File: config.mk
export PLATFORM = sky130hd
export DESIGN_NAME = mandelbrot_escape_count
export DESIGN_NICKNAME = d
export VERILOG_FILES = /design/src/rtl/mec_pkg.sv /design/src/rtl/mec_engine.sv /design/src/rtl/mandelbrot_escape_count.sv
export SDC_FILE = /design/constraint.sdc
export NUM_CORES = 2
export LEC_CHECK = 0
export BUFFER_PORTS_ARGS = -buffer_cell sky130_fd_sc_hd__buf_2
export CORE_ASPECT_RATIO = 0.8
export CORE_UTILIZATION = 55
export DETAILED_ROUTE_END_ITERATION = 7
export HOLD_SLACK_MARGIN = 0.08
export PLACE_DENSITY = 0.71
export SLEW_MARGIN = 0
export SYNTH_ARGS = -nofsm -noshare
export SYNTH_HDL_FRONTEND = slang
export SYNTH_SLANG_ARGS = --single-unit
File: constraint.sdc
create_clock -name clk -period 15.1 [get_ports clk]
set_clock_uncertainty 0.15 [all_clocks]
set_input_delay 1.51 -clock clk [delete_from_list [all_inputs] [get_ports clk]]
set_output_delay 1.51 -clock clk [all_outputs]
set_load 0.1 [all_outputs]
File: src/rtl/mec_pkg.sv
package mec_pkg;

	// coordinate format
	localparam int unsigned COORD_W = 32;
	localparam int unsigned FRAC_W  = 28;
	localparam int unsigned ITER_W  = 16;

	// datapath widths
	localparam int unsigned PROD_W = 2 * COORD_W;
	localparam int unsigned DIFF_W = PROD_W + 1;
	localparam int unsigned SUM_W  = DIFF_W + 1;

	// escape limits: component bound 2.0 and squared magnitude bound 4.0
	localparam logic signed [SUM_W-1:0]  BOUND   = SUM_W'(2) << FRAC_W;
	localparam logic signed [DIFF_W-1:0] MAG_LIM = DIFF_W'(1) << (2 * FRAC_W + 2);

	typedef logic signed [COORD_W-1:0] coord_t;
	typedef logic [ITER_W-1:0] iter_t;

	typedef struct packed {
		coord_t c_re;
		coord_t c_im;
	} in_t;

	typedef struct packed {
		iter_t iter_count;
		logic  in_set;
	} out_t;

	// engine status toward the top level
	typedef struct packed {
		logic  fin;
		iter_t count;
	} stat_t;

endpackage

File: src/rtl/mec_engine.sv
module mec_engine (
	input  logic           clk,
	input  logic           arst_n,
	input  logic           go,
	input  mec_pkg::in_t   c,
	input  mec_pkg::iter_t max_iter,
	output mec_pkg::stat_t stat
);
	import mec_pkg::*;

	localparam logic [2:0] S_IDLE = 3'd0;
	localparam logic [2:0] S_RR   = 3'd1;
	localparam logic [2:0] S_II   = 3'd2;
	localparam logic [2:0] S_RI   = 3'd3;
	localparam logic [2:0] S_UPD  = 3'd4;

	logic [2:0] state_q;
	logic       chk_q;
	iter_t      pass_q;

	coord_t cre_q, cim_q, re_q, im_q;
	logic signed [PROD_W-1:0] prod_q, rr_q;
	logic signed [DIFF_W-1:0] diff_q;

	coord_t mul_a, mul_b;
	logic signed [PROD_W-1:0] prod;
	logic signed [DIFF_W-1:0] mag;
	logic signed [SUM_W-1:0]  nr, ni;
	logic mag_esc, bnd_esc;

	// shared multiplier operand select
	always_comb begin
		unique case (state_q)
			S_II: begin
				mul_a = im_q;
				mul_b = im_q;
			end
			S_RI: begin
				mul_a = re_q;
				mul_b = im_q;
			end
			default: begin
				mul_a = re_q;
				mul_b = re_q;
			end
		endcase
	end

	assign prod = mul_a * mul_b;

	// squared magnitude of the previous pass result (prod_q holds im*im here)
	assign mag = $signed({rr_q[PROD_W-1], rr_q}) + $signed({prod_q[PROD_W-1], prod_q});
	assign mag_esc = chk_q && (mag > MAG_LIM);

	// new orbit point, floor shifts (prod_q holds re*im here)
	assign nr = ($signed({diff_q[DIFF_W-1], diff_q}) >>> FRAC_W)
		+ $signed({{(SUM_W-COORD_W){cre_q[COORD_W-1]}}, cre_q});
	assign ni = ($signed({{(SUM_W-PROD_W){prod_q[PROD_W-1]}}, prod_q}) >>> (FRAC_W - 1))
		+ $signed({{(SUM_W-COORD_W){cim_q[COORD_W-1]}}, cim_q});
	assign bnd_esc = (nr > BOUND) || (nr < -BOUND) || (ni > BOUND) || (ni < -BOUND);

	// finish: magnitude escape belongs to the previous pass
	always_comb begin
		stat.fin   = 1'b0;
		stat.count = pass_q;
		if (state_q == S_RI && mag_esc) begin
			stat.fin   = 1'b1;
			stat.count = pass_q - ITER_W'(1);
		end else if (state_q == S_UPD && (bnd_esc || pass_q == max_iter)) begin
			stat.fin = 1'b1;
		end
	end

	// sequencer
	always_ff @(posedge clk or negedge arst_n) begin
		if (!arst_n) begin
			state_q <= S_IDLE;
			chk_q   <= 1'b0;
			pass_q  <= '0;
		end else begin
			unique case (state_q)
				S_IDLE: begin
					if (go) begin
						state_q <= S_RR;
						chk_q   <= 1'b0;
						pass_q  <= '0;
					end
				end
				S_RR: state_q <= S_II;
				S_II: state_q <= S_RI;
				S_RI: state_q <= mag_esc ? S_IDLE : S_UPD;
				S_UPD: begin
					if (stat.fin) begin
						state_q <= S_IDLE;
					end else begin
						state_q <= S_RR;
						chk_q   <= 1'b1;
						pass_q  <= pass_q + ITER_W'(1);
					end
				end
				default: state_q <= S_IDLE;
			endcase
		end
	end

	// datapath registers
	always_ff @(posedge clk) begin
		if (state_q == S_IDLE && go) begin
			cre_q <= c.c_re;
			cim_q <= c.c_im;
			re_q  <= c.c_re;
			im_q  <= c.c_im;
		end
		if (state_q == S_RR || state_q == S_II || state_q == S_RI) begin
			prod_q <= prod;
		end
		if (state_q == S_II) begin
			rr_q <= prod_q;
		end
		if (state_q == S_RI) begin
			diff_q <= $signed({rr_q[PROD_W-1], rr_q}) - $signed({prod_q[PROD_W-1], prod_q});
		end
		if (state_q == S_UPD) begin
			re_q <= nr[COORD_W-1:0];
			im_q <= ni[COORD_W-1:0];
		end
	end

endmodule

File: src/rtl/mandelbrot_escape_count.sv
// Escape-time counter for one point c of the complex plane, Q4.28 coordinates.
// Input beat: drive c and raise start; the point is taken at a clock edge where
// start is high and busy is low. busy stays high until the result is out.
// Result beat: done is high for exactly one cycle with res valid in that cycle.
// The receiver cannot stall; a result must be taken in its cycle.
// The orbit starts at z = c; each pass forms z*z + c and escapes when a part
// leaves [-2, 2] or |z|^2 > 4. res.iter_count is the escape pass or max_iter,
// and res.in_set is high when the count equals max_iter.
// Each pass steps through one shared 32x32 multiplier: re*re, im*im, re*im
// and an update step. The run ends in the update step when a part leaves
// [-2, 2], and in the re*im step of the next pass when |z|^2 > 4; points in
// the set end in the update step of the pass whose count equals max_iter.
// A new point may be started in the same cycle that done is high.
// cfg_we writes max_iter from cfg_wdata; write it only while idle.
// Reset clears the sequencer, drops busy and done, and sets max_iter to 255.
module mandelbrot_escape_count (
	input  logic                    clk,
	input  logic                    arst_n,
	input  logic                    start,
	output logic                    busy,
	input  mec_pkg::in_t            c,
	output logic                    done,
	output mec_pkg::out_t           res,
	input  logic                    cfg_we,
	input  logic [mec_pkg::ITER_W-1:0] cfg_wdata
);
	import mec_pkg::*;

	logic  busy_q, done_q;
	iter_t max_iter_q;
	out_t  res_q;
	stat_t stat;
	logic  accept;

	assign accept = start && !busy_q;

	mec_engine u_engine (
		.clk      (clk),
		.arst_n   (arst_n),
		.go       (accept),
		.c        (c),
		.max_iter (max_iter_q),
		.stat     (stat)
	);

	// iteration limit register
	always_ff @(posedge clk or negedge arst_n) begin
		if (!arst_n) begin
			max_iter_q <= ITER_W'(255);
		end else if (cfg_we) begin
			max_iter_q <= cfg_wdata;
		end
	end

	// busy flag and result strobe
	always_ff @(posedge clk or negedge arst_n) begin
		if (!arst_n) begin
			busy_q <= 1'b0;
			done_q <= 1'b0;
		end else begin
			done_q <= stat.fin;
			if (stat.fin) begin
				busy_q <= 1'b0;
			end else if (accept) begin
				busy_q <= 1'b1;
			end
		end
	end

	// result beat payload
	always_ff @(posedge clk) begin
		if (stat.fin) begin
			res_q.iter_count <= stat.count;
			res_q.in_set     <= (stat.count == max_iter_q);
		end
	end

	assign busy = busy_q;
	assign done = done_q;
	assign res  = res_q;

	// an accepted point keeps the block busy
	assert property (@(posedge clk) disable iff (!arst_n) accept |=> busy_q)
		else $error("busy not raised after accept");

	// a result beat ends the busy period
	assert property (@(posedge clk) disable iff (!arst_n) done_q |-> !busy_q)
		else $error("busy still high with result beat");

	// results come only out of a busy period
	assert property (@(posedge clk) disable iff (!arst_n) done_q |-> $past(busy_q))
		else $error("result beat without a point in flight");

endmodule
==> metrics <==
status finished, final reports clean; Ys Warns 0; most frequent cells in the layout inv_1, fa_1, nor2_1; clock-pin slew on the worst setup and hold paths approximately 70 ps; part of the Yosys area used for sequential elements 0.171; Hold WS ~340 ps; Setup Buffers After CTS 0; worst path bufs/invs 6; H-tree levels 2; multi-input combinational cell area around 45,000 um^2; First-pass DRT Iterations 7; number of synthesized flops with an enable pin 310; post-synthesis adder-cell area fraction 0.442; Crit. End Element flop; Mapped Nets approximately 8,000; PortBufs 102; global-route usage over all layers 0.372; synthesis-to-layout area growth 5.55%; pin count of the biggest net entering global routing between 70 and 80; area leader, netlist fa_1; Crit-path slowest cell mux2i_4; Vias 47,986; CP peak stage delay 960 ps; clk sink count 348; Max clock buf depth 3; DR WL met3 23,800 um; DP HPWL 162,000 um; Max Cap Viol 0; top routing layer used met5; top_reg_cell synth edfxtp_1; max_slew headroom 0.0771; die area ~110,000 um^2; Startpoint Class flop; Skew-Pair Late Insertion Delay 580 ps; vias in the first global route 48,360; Final Slew Violations 0; CP Launch Point u_engine.state_q[2]; kind of critical path reg -> reg; first-pass GRT wire length 305,000 um; asr flop ratio synth 0.109; # DRC 0; most common cell after layout, fill and taps aside inv_1; # nets final about 7,900; Starting Density 0.555; FF-to-FF Start u_engine.state_q[2]; top cells by area, synth fa_1, edfxtp_1, ha_1; core area 109,000 um^2; Post-DRT Antenna Nets 0; Post-Synth XOR/XNOR Area 0.0298; grt total ovfl 0; Initial DRC Count 5,620; cts bufs inserted 35; worst min-delay path class reg -> reg; min Tclk post-route 12,480 ps; met2 wire len 84,200 um; worst hold start u_engine.prod_q[2]; Hold Path Sink u_engine.rr_q[2]; Max Fclk 80.1 MHz; initial antenna violation count 7; RSZ-0062 raised after global routing no; Row Count 108; TritonCTS clock tree built; multiplexer share of the synthesized area 0.0265; final setup fails 0; Crit Reg-Reg Endpoint u_engine.prod_q[61]; Root Driver clkbuf_16; Compound-Gate Fraction of Synth Area 0.0980; mapped cell area 60,200 um^2; final worst path period share 0.827; Synth cell types 105; antenna cells 0; cts repair resizes 0; Fillers 9,505; wire length per cell 25.9 um; TNS Setup 0 ps; CP dominant cell by count fa_1; share of cells above drive strength 1 0.0683; drt total wl 202,000 um; CP required roughly 15,000 ps; R2R depth 34; Via density 6.14; Reg area 10,300 um^2; Die Height 298 um; final cell count without fillers 7,817; worst endpoint data arrival time 12,650 ps; wl on met1 85,500 um; largest family of logic cells by synthesized area adder cells; Post-Syn Instances 6,399; Final Hold Violating Endpoints 0; RePlAce Congestion 1.08; Synth top area share 0.361; Hold Crit Depth 0; CP max FO 45; hold buffers post-CTS 0; area fraction in and, or, nand and nor cells after synthesis 0.146; placed insts 7,753; io pins 103; Die Width 372 um; CP delay by family, top adder cells; post-synthesis area per instance 9.40 um^2; setup slack, reg-to-reg ~2600 ps; Worst Max-Slew Pin Slew 1380 ps; FF+latch count, synth 348
[layout make-up]
class                      instances  share of cell area
clock buffer                      43              0.0148
clock inverter                    21             0.00422
inverter                        1126              0.0665
multi-input combinational       4667               0.707
sequential                       348               0.162
tap                             1430              0.0282
timing repair buffer             182              0.0175
[layer usage]
layer | vias to the layer above | track usage
li1 | 20541 | -
met1 | 24202 | 0.556
met2 | 2702 | 0.524
met3 | 535 | 0.0955
met4 | 6 | 0.127
met5 | - | 0
[worst reg2reg max path: cells and delay by family (launching register included)]
family,cells,cell delay (ps)
and+or+nand+nor,7,1490
adders and majority gates,9,4260
xor gates and xnor gates,1,160
AOI/OAI and AO/OA,10,3360
muxes,1,980
buffers and inverters,6,1270
DFF,1,580
[worst max path at each step]
stage | end | slack (ps) | cells past startpoint
CTS | u_engine.prod_q[61] | 2840 | 32
finish | u_engine.prod_q[61] | 2620 | 34
global route | u_engine.prod_q[61] | 2330 | 34
floorplan | u_engine.prod_q[61] | 3130 | 33
detailed placement | u_engine.prod_q[61] | 2880 | 32
global placement | u_engine.prod_q[61] | 3060 | 32
[cell usage after synthesis (30+ instances only)]
cell and number:
o31ai_1 48, nand2b_1 52, nand4_1 44, o21bai_1 32, xor2_1 72, nor2_1 744
a21oi_1 256, xnor2_1 133, a21o_1 77, mux2_2 82, fa_1 1085, ha_1 388
nor3_1 67, clkbuf_1 211, dfrtp_1 30, inv_1 1119, nand3_1 93, nand2_1 695
nor4_1 49, and2_1 38, o21ai_0 144, mux2i_1 67, edfxtp_1 310
[metrics by stage]
step                worst slack [ps]  instance area (um^2)   util
detailed placement              2880                 62300  0.574
global route                    2330                 63500  0.585
floorplan                       3130                 60200      -
global placement                3060                 62300  0.574
finish                          2620                 63500  0.585
CTS                             2840                 63500  0.585
[flip-flops by register name, indices dropped and copies added, names as in the netlist]
| signal | flops |
|---|---|
| u_engine.state_q | 3 |
| u_engine.chk_q | 1 |
| u_engine.re_q | 32 |
| u_engine.cim_q | 32 |
| u_engine.diff_q | 37 |
| u_engine.im_q | 32 |
| u_engine.pass_q | 16 |
| u_engine.cre_q | 32 |
| u_engine.rr_q | 64 |
| max_iter_q | 16 |
| res | 17 |
| done | 1 |
| u_engine.prod_q | 64 |
| busy | 1 |
[cell families (layout without fill, tap and decap cells)]
group                      after synthesis  in the layout
muxes                                  149            149
buffers and inverters                 1384           1372
DFF                                    348            348
AOI/OAI and AO/OA                      876            876
adders and majority gates             1473           1473
and+or+nand+nor                       1964           1964
xor gates and xnor gates               205            205
Power is left out: the tool's default activity adds up to more than one toggle a clock period on the data nets, which glitch-free logic cannot reach.
